$ cat src/hdl/sdr_pkg.sv
// Shared constants, types and the per-channel debounce step for the switch debounce reporter.
package sdr_pkg;

   localparam int CHANNELS = 8;
   localparam int DATA_W   = 8;
   localparam int WIDE_W   = (CHANNELS > DATA_W) ? CHANNELS : DATA_W;

   typedef logic [1:0]        phase_type;
   typedef logic [DATA_W-1:0] report_type;

   localparam phase_type PHASE_IDLE     = 2'd0;
   localparam phase_type PHASE_ONE_HIGH = 2'd1;
   localparam phase_type PHASE_PRESSED  = 2'd2;
   localparam phase_type PHASE_ONE_LOW  = 2'd3;

   typedef struct packed {
      logic       emit;
      report_type report;
   } result_type;

   function automatic phase_type next_phase(input phase_type phase, input logic level);
      phase_type result;
      case (phase)
         PHASE_IDLE:     result = level ? PHASE_ONE_HIGH : PHASE_IDLE;
         PHASE_ONE_HIGH: result = level ? PHASE_PRESSED  : PHASE_IDLE;
         PHASE_PRESSED:  result = level ? PHASE_PRESSED  : PHASE_ONE_LOW;
         default:        result = level ? PHASE_PRESSED  : PHASE_IDLE;
      endcase
      return result;
   endfunction

endpackage

$ cat src/hdl/sdr_debounce_bank.sv
// Bank of per-channel debouncers with the previous-report register and the report decision.
module sdr_debounce_bank (
   input  logic               clock,
   input  logic               reset,
   input  logic               accept,
   input  sdr_pkg::report_type levels,
   input  logic               request,
   output sdr_pkg::result_type result
);
   import sdr_pkg::*;

   phase_type         phase_ff [CHANNELS];
   phase_type         phase_in [CHANNELS];
   report_type        previous_ff;
   logic [WIDE_W-1:0] level_w;
   logic [WIDE_W-1:0] bits_w;
   report_type        report_w;

   // Channels beyond the input width see a low level and so stay idle.
   assign level_w = WIDE_W'(levels);

   always_comb begin
      bits_w = '0;
      for (int ch = 0; ch < CHANNELS; ch++) begin
         phase_in[ch] = next_phase(phase_ff[ch], level_w[ch]);
         bits_w[ch]   = phase_in[ch][1];
      end
   end

   assign report_w      = bits_w[DATA_W-1:0];
   assign result.report = report_w;
   assign result.emit   = accept && (request || (report_w != previous_ff));

   always_ff @(posedge clock) begin
      if (reset) begin
         for (int ch = 0; ch < CHANNELS; ch++) begin
            phase_ff[ch] <= PHASE_IDLE;
         end
         previous_ff <= '0;
      end else if (accept) begin
         for (int ch = 0; ch < CHANNELS; ch++) begin
            phase_ff[ch] <= phase_in[ch];
         end
         previous_ff <= report_w;
      end
   end

endmodule

$ cat src/hdl/switch_debounce_reporter_core.sv
// Top level of the switch debounce reporter: debouncer bank feeding a two-entry result buffer.
//
//   Channel  Direction  Word contents (lowest bit first)
//   req      in         tdata[7:0] switch_levels; tuser[0] host_request
//   rsp      out        tdata[7:0] report_bits
//
// Each accepted word updates all debouncers in the same cycle; a due report goes to the result
// register, or to the skid register while rsp stalls, so a word can be taken every clock while
// the skid register is empty. The two registers hold up to two reports; req_tready falls only
// while the skid register is occupied. Reset is synchronous and returns every channel to idle.
module switch_debounce_reporter_core (
   input  logic       clock,
   input  logic       reset,
   input  logic       req_tvalid,
   output logic       req_tready,
   input  logic [7:0] req_tdata,   // [7:0] switch_levels
   input  logic       req_tuser,   // [0] host_request
   output logic       rsp_tvalid,
   input  logic       rsp_tready,
   output logic [7:0] rsp_tdata    // [7:0] report_bits
);
   import sdr_pkg::*;

   logic       accept_w;
   result_type result_w;
   logic       out_valid_ff, out_valid_in;
   report_type out_data_ff, out_data_in;
   logic       skid_valid_ff, skid_valid_in;
   report_type skid_data_ff, skid_data_in;

   assign req_tready = !skid_valid_ff;
   assign accept_w   = req_tvalid && req_tready;

   sdr_debounce_bank u_bank (
      .clock   (clock),
      .reset   (reset),
      .accept  (accept_w),
      .levels  (req_tdata),
      .request (req_tuser),
      .result  (result_w)
   );

   always_comb begin
      out_valid_in  = out_valid_ff;
      out_data_in   = out_data_ff;
      skid_valid_in = skid_valid_ff;
      skid_data_in  = skid_data_ff;
      if (!out_valid_ff || rsp_tready) begin
         if (skid_valid_ff) begin
            out_valid_in  = 1'b1;
            out_data_in   = skid_data_ff;
            skid_valid_in = 1'b0;
         end else begin
            out_valid_in = result_w.emit;
            out_data_in  = result_w.report;
         end
      end else if (result_w.emit) begin
         skid_valid_in = 1'b1;
         skid_data_in  = result_w.report;
      end
   end

   always_ff @(posedge clock) begin
      if (reset) begin
         out_valid_ff  <= 1'b0;
         skid_valid_ff <= 1'b0;
      end else begin
         out_valid_ff  <= out_valid_in;
         skid_valid_ff <= skid_valid_in;
      end
      out_data_ff  <= out_data_in;
      skid_data_ff <= skid_data_in;
   end

   assign rsp_tvalid = out_valid_ff;
   assign rsp_tdata  = out_data_ff;

endmodule

$ cat config.mk
export PLATFORM = sky130hd
export DESIGN_NAME = switch_debounce_reporter_core
export DESIGN_NICKNAME = d
export VERILOG_FILES = /design/src/hdl/sdr_pkg.sv /design/src/hdl/sdr_debounce_bank.sv /design/src/hdl/switch_debounce_reporter_core.sv
export SDC_FILE = /design/constraint.sdc
export NUM_CORES = 1
export LEC_CHECK = 0
export ABC_AREA = 1
export BUFFER_PORTS_ARGS = -buffer_cell sky130_fd_sc_hd__buf_2
export CAP_MARGIN = 20
export CORE_MARGIN = 2
export CORE_UTILIZATION = 45
export CTS_CLUSTER_SIZE = 30
export DETAILED_ROUTE_END_ITERATION = 12
export SYNTH_ARGS = -nofsm -noshare
export SYNTH_HDL_FRONTEND = slang
export SYNTH_SLANG_ARGS = --single-unit
export TNS_END_PERCENT = 30
$ cat constraint.sdc
create_clock -name clock -period 1.95 [get_ports clock]
set_input_delay 0.195 -clock clock [delete_from_list [all_inputs] [get_ports clock]]
set_output_delay 0.195 -clock clock [all_outputs]
set_load 0.02 [all_outputs]
## Word-level counts from Yosys, hierarchy flattened

Memories as Yosys holds them, arrays and structs flattened.
Index checks and enable logic that the tools add are counted.

- Bitwise operators: 9
- Reductions and logical operators: 16
- Equal/unequal tests: 9
- Multiplexer cells: 47

Operators by type and width:

| kind | count |
|---|---|
| $mux 2 | 16 |
| $pmux 2 s2 | 8 |
| $mux 1 | 22 |
| $eq 2x2->1 const B | 8 |
| $logic_not 2->1 | 8 |
| $mux 8 | 1 |
| $ne 8x8->1 | 1 |
| $or 1x1->1 | 8 |
| $logic_and 1x1->1 | 2 |
| $logic_not 1->1 | 2 |
| $logic_or 1x1->1 | 2 |
| $reduce_and 2->1 | 1 |
| $reduce_or 2->1 | 1 |
| $not 1->1 | 1 |

- Register bits after elaboration: 26
- Input bits: 13
- Memories: 1
- Bits in writable memories: 16
- Output and inout port bits: 10

Memories:

| name | words | width | read ports | clocked after memory_dff | wr ports | RTL line | RTL |
|---|---|---|---|---|---|---|---|
| u_bank.phase_ff | 8 | 2 | 8 | 0 | 8 | sdr_debounce_bank.sv:12 | `phase_type phase_ff [CHANNELS];` |

## Depth between registers and ports, before layout

Gate-level depths: netlist (run 1).
An unclocked memory read counts as a cell.

- Depth after elaboration: 7
- Depth in mapped cells: 9
- Mapped depth without buffers: 9

## Modules after synthesis

Synthesis (run 1) repeated with hierarchy kept, for this count alone.

- Cell total of the unflattened synthesis: 220
- Area, all modules: 1985.7 µm²

Modules (own cells, without submodules):

| module | seq. area each (µm²) | area an instance (µm²) | cells an instance | times used |
|---|---|---|---|---|
| sdr_debounce_bank | 640.6 | 1310.0 | 164 | 1 |
| switch_debounce_reporter_core | 520.5 | 675.6 | 56 | 1 |

## Worst setup path after synthesis (run 1)

OpenSTA, ideal clock, no wires.

- Path kind: register to register
- From: memory u_bank.phase_ff[0][0] in the netlist's numbering
- To: register skid_data_ff[0], enable pin
- Buffers on the path: 0
- Cell stages (with the launch flop): 10
- Library setup time: 0.370 ns
- Data required time: 1.580 ns
- Slack: 0.348 ns
- Arrival: 1.232 ns
- Cells stage by stage: edfxtp_1 inv_1 nand2_1 nand2_2 nand2_1 nand2_1 nor2_1 o21ai_1 o21bai_2 nor2_1

RTL lines:

| element | RTL line | RTL |
|---|---|---|
| start, declared | sdr_debounce_bank.sv:12 |  |
| end signal, assigned | switch_debounce_reporter_core.sv:72 | `skid_data_ff <= skid_data_in;` |
| end, declared | switch_debounce_reporter_core.sv:29 | `report_type skid_data_ff, skid_data_in;` |

==> reports/results.tsv, run 1 <==
stage	metric	value	unit
run_status	outcome	completed	
clock_network	cts_bufs_inserted	5	
power	p_leak	0.921	nW
global_routing	busiest_layer	met2	
sta	fin_tns_setup	0	ns
sta	setup_violators_final	0	
global_routing	use_met2	0.299	
synth	synth.ff_latch_count	42	
synth	syn_nets	210	
finish	area_delta_synth_final	15.9	%
power	power_per_cell_area	908	nW/um^2
clock_network	post-cts-setup-buffers	0	
synth	synth_commonest_cells	sky130_fd_sc_hd__nand2_1 (44), sky130_fd_sc_hd__edfxtp_1 (32), sky130_fd_sc_hd__inv_1 (30), sky130_fd_sc_hd__nor2_1 (17), sky130_fd_sc_hd__o21ai_0 (12)	
synth	avgSynthCellArea	9.54	sq um
global_routing	groute.usage.overall	0.172	
detailed_routing	totalWireLength	3460	microns
synth	seq_area_frac_synth	0.618	
clock_network	cts_tree	built	
critical_path	critical_path.cell_chain	inv_1 > nand2_1 > nand2_2 > nand2_1 > nand2_1 > nor2_1 > o21ai_1 > o21bai_2 > nor2_2	
job	maxCapViolations	0	
sta	drv_slew	0	
floorplanning	die-area	4710	sq um
sta	final_hold_violations	0	
place	io_buffers	22	
clock_network	cts_resized	0	
global_routing	met1_usage	0.200	
worst_hold_path	hold_class	primary input to register	
detailed_routing	number_of_vias_per_cell	4.86	
detailed_routing	wl_per_cell	12.5	microns
power	p_int	1.47	mW
power	ir_drop	507	uV
clock_network	number_of_buffers_inserted_by_hold_repair_at_cts	0	
floorplanning	die_y	68.6	microns
critical_path	cp_slowest_stage_delay	0.39	ns
floorplanning	die_width	68.6	microns
detailed_routing	detailroute.via_count	1346	
detailed_routing	detail-route-antenna-nets	0	
clock_network	cts_root_buffer	sky130_fd_sc_hd__clkbuf_8	
sta	grt_setup_unrepaired	false	
synth	synthFlopType	sky130_fd_sc_hd__edfxtp_1	
power	sequentialPowerShare	0.548	
global_routing	largest_net_degree_at_the_start_of_global_routing	21	
floorplanning	start_util	0.470	
floorplanning	fp-row-count	23	
clock_network	worst_skew_pair.late_latency	0.29	ns
synth	postSynth.asyncResetShare	0	
global_routing	antenna_found_initial	0	
clock_network	clk_path_buf_depth	2	
sta	final.period_utilization	0.853	
synth	post-synth-top-count-cell	sky130_fd_sc_hd__nand2_1	
sta	whs	0.144	ns
critical_path	crit_top_cell	sky130_fd_sc_hd__nand2_1	
sta	max_freq	601	MHz
global_routing	grt_first_pass_wirelength	5770	microns
critical_path	worst-endpoint-required	1.90	ns
synth	ys_warns	0	
clock_network	worst_setup_hold_path_clk_slew	0.08	ns
detailed_routing	drt_pre_antenna_iters	4	
critical_path	setup.worst_path.class	register to register	
finish	layout.nets	239	
power	clock_power_share	0.303	
global_routing	grt_util_met3	0.0487	
sta	fin_crit	1.66	ns
floorplanning	io_pins	23	
synth	synthTopCellsByArea	sky130_fd_sc_hd__edfxtp_1 (51%), sky130_fd_sc_hd__dfxtp_1 (11%), sky130_fd_sc_hd__nand2_1 (8.8%)	
critical_path	worst_setup_path_end_kind	register	
power	power_frac_comb	0.149	
power	totalPowerFinal	1.98	mW
synth	netlist.area_leader.share	0.511	
critical_path	timing.critical_path.arrival	1.61	ns
synth	synth_enable_flop_cells	32	
sta	timing_worst_slew_pin_value	0.479	ns
detailed_routing	drtIter0Drc	96	
sta	skew	0.00408	ns
power	switchingPower	0.506	mW
finish	antennaDiodeCount	0	
synth	yosysTopAreaCell	sky130_fd_sc_hd__edfxtp_1	
global_routing	first_global_vias	1338	
critical_path	cpMaxStageDelayCell	sky130_fd_sc_hd__edfxtp_1	
clock_network	cts_num_sinks	42	
critical_path	critical_path.max_fanout	8	
synth	distinct_cell_type_count_of_the_synthesized_netlist	22	
critical_path	cp-start-kind	register	
place	post-dp-hpwl	2560	microns
finish	final_core_utilization	0.545	
floorplanning	placeableCoreArea	4000	sq um
power	sw_share	0.256	
sta	worst_max_slew_margin_expressed_relative_to_the_limit	0.680	
finish	drive_above_1_share	0.211	
detailed_routing	drt_drc_violations_left	0	
clock_network	htree_levels	2	
global_routing	final_global_route_overflow_total	0	
place	routabilityCongestion	0.719	
synth	syn-instance-count	197	
synth	post_syn_area	1880	sq um
power groups by stage:
stage | clock [mW] | sequential, mW | combinational (mW)
finish | 0.598 | 1.08 | 0.295
global route | 0.663 | 1.09 | 0.337
CTS | 0.616 | 1.08 | 0.299
detailed placement | 0 | 1.10 | 0.298
global placement | 0 | 1.10 | 0.291
floorplan | 0 | 1.13 | 0.168
cell usage in the layout (no fill, tap or decap), drive strengths merged, types with 6 or more instances in the layout:
cell type and n:
a211oi 6, buf 26, clkbuf 7, dfxtp 10, edfxtp 32, inv 34
nand2 50, nand3 11, nor2 18, o21ai 16, o22ai 8
critical path: cells and delay by family (launching register included):
| family | cells | cell delay, ns |
|---|---|---|
| buffers and inverters | 1 | 0.08 |
| DFF | 1 | 0.39 |
| AOI/OAI and AO/OA | 2 | 0.21 |
| and+or+nand+nor | 6 | 0.64 |
per-stage QoR:
stage,cell area (sq um),setup WS [ns],std cells
finish,2180,0.287,277
global route,2180,0.145,277
CTS,2180,0.0635,277
detailed placement,2080,0.0760,269
global placement,2080,0.0908,269
floorplan,1880,0.348,197
cell families (layout without fill, tap and decap cells):
| kind of cell | Yosys count | count (layout) | share of synthesized area |
|---|---|---|---|
| buffers and inverters | 39 | 69 | 0.0872 |
| xor gates and xnor gates | 1 | 1 | 0.00466 |
| DFF | 42 | 42 | 0.618 |
| and+or+nand+nor | 80 | 80 | 0.177 |
| AOI/OAI and AO/OA | 35 | 35 | 0.113 |
cell type report:
type,instances,area [sq um]
Clock buffer,7,96.3
Clock inverter,1,3.75
Fill cell,357,1820
Inverter,35,145
Multi-Input combinational cell,116,557
Sequential cell,42,1160
Tap cell,50,62.6
Timing Repair Buffer,26,153
routing by layer:
metal	wire, microns	vias to the layer above
met4	55	0
met5	0	-
li1	-	712
met2	1700	18
met1	1570	609
met3	132	7
worst paths after layout:
path	startpoint	to	slack, ns	cells past startpoint
worst min-delay path	reset	rsp_tvalid	0.14	2
worst max register to register	u_bank.phase_ff[0][0]	skid_data_ff[3]	0.29	9
worst min register to register	skid_valid_ff	skid_valid_ff	0.49	2
worst max-delay path	u_bank.phase_ff[0][0]	skid_data_ff[3]	0.29	9
sequential cells by signal, indices dropped and copies added (netlist names):
name / count
rsp_tdata: 8
rsp_tvalid: 1
skid_data_ff: 8
skid_valid_ff: 1
u_bank.phase_ff: 16
u_bank.previous_ff: 8
No activity file was read; power rests on OpenSTA's default activity.
==> run 2: changes to the inputs <==
CELL_PAD_IN_SITES_DETAIL_PLACEMENT = 1   (was not set)
CELL_PAD_IN_SITES_GLOBAL_PLACEMENT = 1   (was not set)
CORE_UTILIZATION = 44   (was 45)
PLACE_DENSITY_LB_ADDON = 0.1   (was not set)
==> reports/results.tsv, run 2 (synthesis gave the netlist of run 1 again) <==
stage	metric	value	unit	change
detailed_routing	detailroute.via_count	1419		+5.4%
detailed_routing	detail-route-antenna-nets	0		unchanged
critical_path	setup.worst_path.class	register to register		
finish	drive_above_1_share	0.211		-0.000927
power	power_frac_comb	0.158		+0.009
place	routabilityCongestion	0.777		+8.1%
sta	fin_tns_setup	0	ns	unchanged
finish	antennaDiodeCount	0		unchanged
global_routing	groute.usage.overall	0.194		+0.0215
finish	regMostFlops	u_bank.phase_ff		
clock_network	cts_resized	0		unchanged
detailed_routing	drt_pre_antenna_iters	4		unchanged
critical_path	worst_setup_path_end_kind	register		
floorplanning	start_util	0.463		-0.00666
clock_network	number_of_buffers_inserted_by_hold_repair_at_cts	0		unchanged
place	post-dp-hpwl	3050	microns	+19%
detailed_routing	drtIter0Drc	61		-36%
floorplanning	placeableCoreArea	4060	sq um	+1.4%
floorplanning	die_y	69.4	microns	+1.1%
global_routing	final_global_route_overflow_total	0		unchanged
finish	largest_register_ff_count	16		unchanged
place	place_worst_setup_slack	0.320	ns	+0.244 ns
floorplanning	io_pins	23		unchanged
clock_network	worst_skew_pair.late_latency	0.30	ns	about the same
critical_path	r2r.worst_path.cells	9		unchanged
power	ir_drop	447	uV	-12%
job	maxCapViolations	0		unchanged
floorplanning	fp-row-count	23		unchanged
power	sequentialPowerShare	0.563		+0.015
sta	timing_worst_slew_pin_value	0.458	ns	-0.0207 ns
detailed_routing	wl_per_cell	14.8	microns	+18%
sta	drv_slew	0		unchanged
finish	layout.nets	240		+0.42%
detailed_routing	met3RoutedLength	125	microns	-5.3%
sta	worst_max_slew_margin_expressed_relative_to_the_limit	0.694		+0.0139
detailed_routing	drt_drc_violations_left	0		unchanged
detailed_routing	wl_met2	2140	microns	+25%
finish	final_design_area_no_fill	2170	sq um	-0.57%
power	totalPowerFinal	1.93	mW	-2.4%
clock_network	cts_num_sinks	42		unchanged
global_routing	first_global_vias	1565		+17%
critical_path	timing.critical_path.arrival	1.70	ns	+0.09 ns
clock_network	cts_tree	built		
power	sw_share	0.274		+0.0176
detailed_routing	top_layer	met4		
place	io_buffers	22		unchanged
sta	grt_setup_unrepaired	false		
clock_network	htree_levels	2		unchanged
sta	setup_slack	0.311	ns	+0.0239 ns
critical_path	critical_path.max_fanout	5		-3
finish	layout_commonest_cell	sky130_fd_sc_hd__nand2_1		
sta	fin_crit	1.64	ns	-0.0239 ns
clock_network	cts_root_buffer	sky130_fd_sc_hd__clkbuf_8		
power	p_int	1.40	mW	-4.7%
finish	final_core_utilization	0.534		-0.0108
global_routing	grt_first_pass_wirelength	7230	microns	+25%
power	switchingPower	0.528	mW	+4.3%
critical_path	worst-endpoint-required	2.01	ns	+0.11 ns
detailed_routing	totalWireLength	4110	microns	+19%
sta	setup_violators_final	0		unchanged
power	p_leak	0.921	nW	about the same
detailed_routing	met1Wirelength	1790	microns	+14%
finish	area_delta_synth_final	15.2	%	
sta	final.period_utilization	0.840		-0.0122
worst_hold_path	worst_hold_path.num_cells	2		unchanged
clock_network	post-cts-setup-buffers	0		unchanged
sta	skew	0.0118	ns	+0.00767 ns
sta	max_freq	610	MHz	+1.5%
power	power_per_cell_area	891	nW/um^2	-1.8%
run_status	outcome	completed		
sta	final_hold_violations	0		unchanged
place	detailed_place.area	2080	sq um	+0.36%
floorplanning	die_width	69.4	microns	+1.1%
critical_path	cp-start-kind	register		
global_routing	antenna_found_initial	0		unchanged
clock_network	clk_path_buf_depth	2		unchanged
finish	most-common-layout-cells	sky130_fd_sc_hd__nand2_1 (44), sky130_fd_sc_hd__edfxtp_1 (32), sky130_fd_sc_hd__inv_1 (30)		
global_routing	largest_net_degree_at_the_start_of_global_routing	21		unchanged
clock_network	worst_setup_hold_path_clk_slew	0.08	ns	about the same
floorplanning	die-area	4810	sq um	+2.1%
clock_network	cts_bufs_inserted	5		unchanged
power	clock_power_share	0.279		-0.024
worst_hold_path	hold_class	primary input to register		
detailed_routing	number_of_vias_per_cell	5.10		+5.0%
run 2: critical path, cell delays in order, from the launching register on:
cell,delay [ns]
sky130_fd_sc_hd__edfxtp_1,0.41
sky130_fd_sc_hd__inv_1,0.12
sky130_fd_sc_hd__nand2_1,0.08
sky130_fd_sc_hd__nand3_1,0.07
sky130_fd_sc_hd__nand2_1,0.09
sky130_fd_sc_hd__nor2_1,0.10
sky130_fd_sc_hd__nand3_1,0.12
sky130_fd_sc_hd__o21bai_2,0.17
sky130_fd_sc_hd__nor2_1,0.08
sky130_fd_sc_hd__buf_4,0.18
run 2: per-layer routing:
metal,global-route usage,vias to the layer above
li1,-,708
met1,0.231,687
met2,0.335,19
met3,0.0465,5
met4,0.0784,0
met5,0,-
run 2: worst paths after layout:
| path | start | to | slack [ns] |
|---|---|---|---|
| worst max-delay path | u_bank.phase_ff[0][14] | skid_data_ff[1] | 0.31 |
| worst max register to register | u_bank.phase_ff[0][14] | skid_data_ff[1] | 0.31 |
| worst min-delay path | reset | rsp_tvalid | 0.15 |
| worst min register to register | u_bank.previous_ff[1] | u_bank.previous_ff[1] | 0.50 |
run 2: cell type report:
class / count / area [sq um]
inverters: 35 / 145
well taps: 50 / 62.6
multi-input cells: 116 / 554
flip-flops and latches: 42 / 1160
repair buffers: 27 / 160
clock buffers: 6 / 72.6
fillers: 483 / 1890
clock inverters: 2 / 10.0
run 2: power groups by stage:
stage	logic [mW]	clock network [mW]	registers, mW
floorplan	0.168	0	1.13
global placement	0.295	0	1.10
detailed placement	0.308	0	1.11
CTS	0.311	0.559	1.09
global route	0.345	0.588	1.10
finish	0.305	0.539	1.09
run 2: metrics by stage:
step                hold slack (ns)  std cells
floorplan                     0.264        197
finish                        0.153        278
global route                  0.162        278
global placement              0.463        270
CTS                           0.148        278
detailed placement            0.468        270
==> run 3: changes to the inputs <==
clock period = 1.7 ns   (was 1.95 ns; I/O delays follow)
==> reports/results.tsv, run 3 (synthesis gave the netlist of run 1 again) <==
stage	metric	value	unit	change
finish	largest_register_ff_count	16		unchanged
place	placed_cells_incl_taps	272		+0.74%
critical_path	worst-endpoint-required	1.76	ns	-0.25 ns
floorplanning	die-area	4810	sq um	unchanged
detailed_routing	totalWireLength	4290	microns	+4.3%
critical_path	r2r-start	u_bank.phase_ff[0][14]		
clock_network	worst_setup_hold_path_clk_slew	0.09	ns	about the same
clock_network	htree_levels	2		unchanged
finish	final_core_utilization	0.551		+0.0176
power	p_leak	0.952	nW	+3.4%
global_routing	antenna_found_initial	0		unchanged
power	power_frac_comb	0.155		-0.003
critical_path	r2r-end	skid_data_ff[3]		
power	totalPowerFinal	2.40	mW	+24%
sta	final_hold_violations	0		unchanged
worst_hold_path	worst_hold_path.num_cells	4		+2
floorplanning	fp-row-count	23		unchanged
detailed_routing	drt_drc_violations_left	0		unchanged
floorplanning	die_width	69.4	microns	unchanged
place	post-dp-hpwl	3150	microns	+3.1%
sta	skew	0.0103	ns	-0.00148 ns
place	detailed_place.area	2090	sq um	+0.12%
clock_network	cts_tree	built		
global_routing	grt_first_pass_wirelength	7160	microns	-0.95%
floorplanning	start_util	0.463		unchanged
clock_network	cts_num_sinks	42		unchanged
detailed_routing	wl_per_cell	15.1	microns	+2.5%
global_routing	final_global_route_overflow_total	0		unchanged
sta	fin_tns_setup	0	ns	unchanged
sta	final.period_utilization	0.923		+0.0830
global_routing	largest_net_degree_at_the_start_of_global_routing	21		unchanged
detailed_routing	detailroute.via_count	1437		+1.3%
critical_path	critical_path.max_fanout	5		unchanged
floorplanning	placeableCoreArea	4060	sq um	unchanged
finish	most-common-layout-cells	sky130_fd_sc_hd__nand2_1 (41), sky130_fd_sc_hd__edfxtp_1 (32), sky130_fd_sc_hd__inv_1 (29)		
finish	seqCellArea	1160	sq um	unchanged
power	power_per_cell_area	1070	nW/um^2	+20%
power	switchingPower	0.633	mW	+20%
power	clock_power_share	0.326		+0.047
finish	antennaDiodeCount	0		unchanged
critical_path	worst_setup_path_end_kind	register		
sta	max_freq	637	MHz	+4.4%
finish	fillCellCount	475		-1.7%
finish	area_delta_synth_final	19.0	%	
worst_hold_path	hold_path.startpoint	rsp_tready		
critical_path	cp-start-kind	register		
detailed_routing	drtIter0Drc	65		+6.6%
floorplanning	io_pins	23		unchanged
sta	worst_max_slew_margin_expressed_relative_to_the_limit	0.838		+0.144
power	sequentialPowerShare	0.519		-0.044
critical_path	timing.critical_path.arrival	1.63	ns	-0.07 ns
power	p_int	1.77	mW	+26%
place	routabilityCongestion	0.772		-0.68%
critical_path	r2r.worst_path.cells	9		unchanged
finish	multi_input_comb_area	574	sq um	+3.6%
sta	fin_crit	1.57	ns	-0.0691 ns
run_status	outcome	completed		
detailed_routing	drt_pre_antenna_iters	4		unchanged
clock_network	cts_bufs_inserted	5		unchanged
power	ir_drop	610	uV	+36%
place	place_worst_setup_slack	0.0580	ns	-0.262 ns
worst_hold_path	min_to	skid_valid_ff		
power	sw_share	0.264		-0.00981
job	maxCapViolations	0		unchanged
finish	layout_commonest_cell	sky130_fd_sc_hd__nand2_1		
clock_network	worst_skew_pair.late_latency	0.30	ns	about the same
sta	whs	0.132	ns	-0.0208 ns
finish	layout.nets	245		+2.1%
detailed_routing	number_of_vias_per_cell	5.08		-0.52%
floorplanning	die_y	69.4	microns	unchanged
global_routing	first_global_vias	1540		-1.6%
finish	regMostFlops	u_bank.phase_ff		
clock_network	cts_root_buffer	sky130_fd_sc_hd__clkbuf_8		
worst_hold_path	hold_class	primary input to register		
clock_network	clk_path_buf_depth	2		unchanged
sta	drv_slew	0		unchanged
global_routing	groute.usage.overall	0.191		-0.00333
detailed_routing	detail-route-antenna-nets	0		unchanged
finish	finalNonFillerCells	283		+1.8%
sta	timing_worst_slew_pin_value	0.244	ns	-0.215 ns
critical_path	reg2reg_setup_slack	0.13	ns	-0.18 ns
sta	setup_slack	0.130	ns	-0.181 ns
finish	drive_above_1_share	0.266		+0.0556
sta	setup_violators_final	0		unchanged
place	io_buffers	22		unchanged
sta	grt_setup_unrepaired	false		
finish	final_design_area_no_fill	2240	sq um	+3.3%
critical_path	setup.worst_path.class	register to register		
-- run 3: cell types whose count changed in the layout (fill, tap and decap cells not counted) --
cell,before,now
sky130_fd_sc_hd__buf_12,1,0
sky130_fd_sc_hd__buf_4,4,10
sky130_fd_sc_hd__bufinv_16,0,1
sky130_fd_sc_hd__clkbuf_1,1,0
sky130_fd_sc_hd__inv_1,30,29
sky130_fd_sc_hd__inv_2,4,5
sky130_fd_sc_hd__nand2_1,44,41
sky130_fd_sc_hd__nand2_2,6,9
sky130_fd_sc_hd__nand3_1,11,10
sky130_fd_sc_hd__nand3_2,0,1
sky130_fd_sc_hd__nor2_1,17,14
sky130_fd_sc_hd__nor2_2,1,4
-- run 3: final cells by class --
type,instances,area share
Clock buffer,5,0.0308
Multi-Input combinational cell,116,0.257
Inverter,35,0.0649
Timing Repair Buffer,32,0.0828
Sequential cell,42,0.519
Clock inverter,3,0.0179
Tap cell,50,0.0280
-- run 3: worst max path at each step --
stage                                 startpoint              end  cells past startpoint
after CTS                 u_bank.phase_ff[0][14]  skid_data_ff[3]                      9
after global routing      u_bank.phase_ff[0][14]  skid_data_ff[2]                      9
after floorplan            u_bank.phase_ff[0][0]  skid_data_ff[0]                      9
after detailed placement  u_bank.phase_ff[0][14]  skid_data_ff[0]                      9
after global placement    u_bank.phase_ff[0][14]  skid_data_ff[0]                      9
final                     u_bank.phase_ff[0][14]  skid_data_ff[3]                      9
-- run 3: metal layers --
layer	vias up	share of wire	wire (microns)	GRT usage
li1	719	-	-	-
met1	695	0.43	1850	0.232
met2	19	0.53	2250	0.332
met3	4	0.032	139	0.0465
met4	0	0.011	46	0.0588
met5	-	0	0	0
-- run 3: worst max-delay path: stages, from the launching register on --
cell and delay, ns:
sky130_fd_sc_hd__edfxtp_1 0.43, sky130_fd_sc_hd__inv_2 0.09, sky130_fd_sc_hd__nand2_1 0.07, sky130_fd_sc_hd__nand3_1 0.08, sky130_fd_sc_hd__nand2_2 0.08, sky130_fd_sc_hd__nor2_2 0.11
sky130_fd_sc_hd__nand3_2 0.08, sky130_fd_sc_hd__o21bai_2 0.17, sky130_fd_sc_hd__nor2_2 0.06, sky130_fd_sc_hd__buf_4 0.15
-- run 3: what timing repair did --
| item | CTS | global route |
|---|---|---|
| resized for setup | 0 | 8 |
| endpoints found under the setup margin | 0 | 8 |
| hold buffers | 0 | 0 |
| setup buffers | 0 | 3 |
-- run 3: power by group through the flow --
stage | clock network [mW] | logic, mW | registers, mW
after floorplan | 0 | 0.193 | 1.30
after global placement | 0 | 0.337 | 1.26
after detailed placement | 0 | 0.353 | 1.27
after CTS | 0.799 | 0.356 | 1.25
after global routing | 0.835 | 0.417 | 1.26
final | 0.782 | 0.372 | 1.25
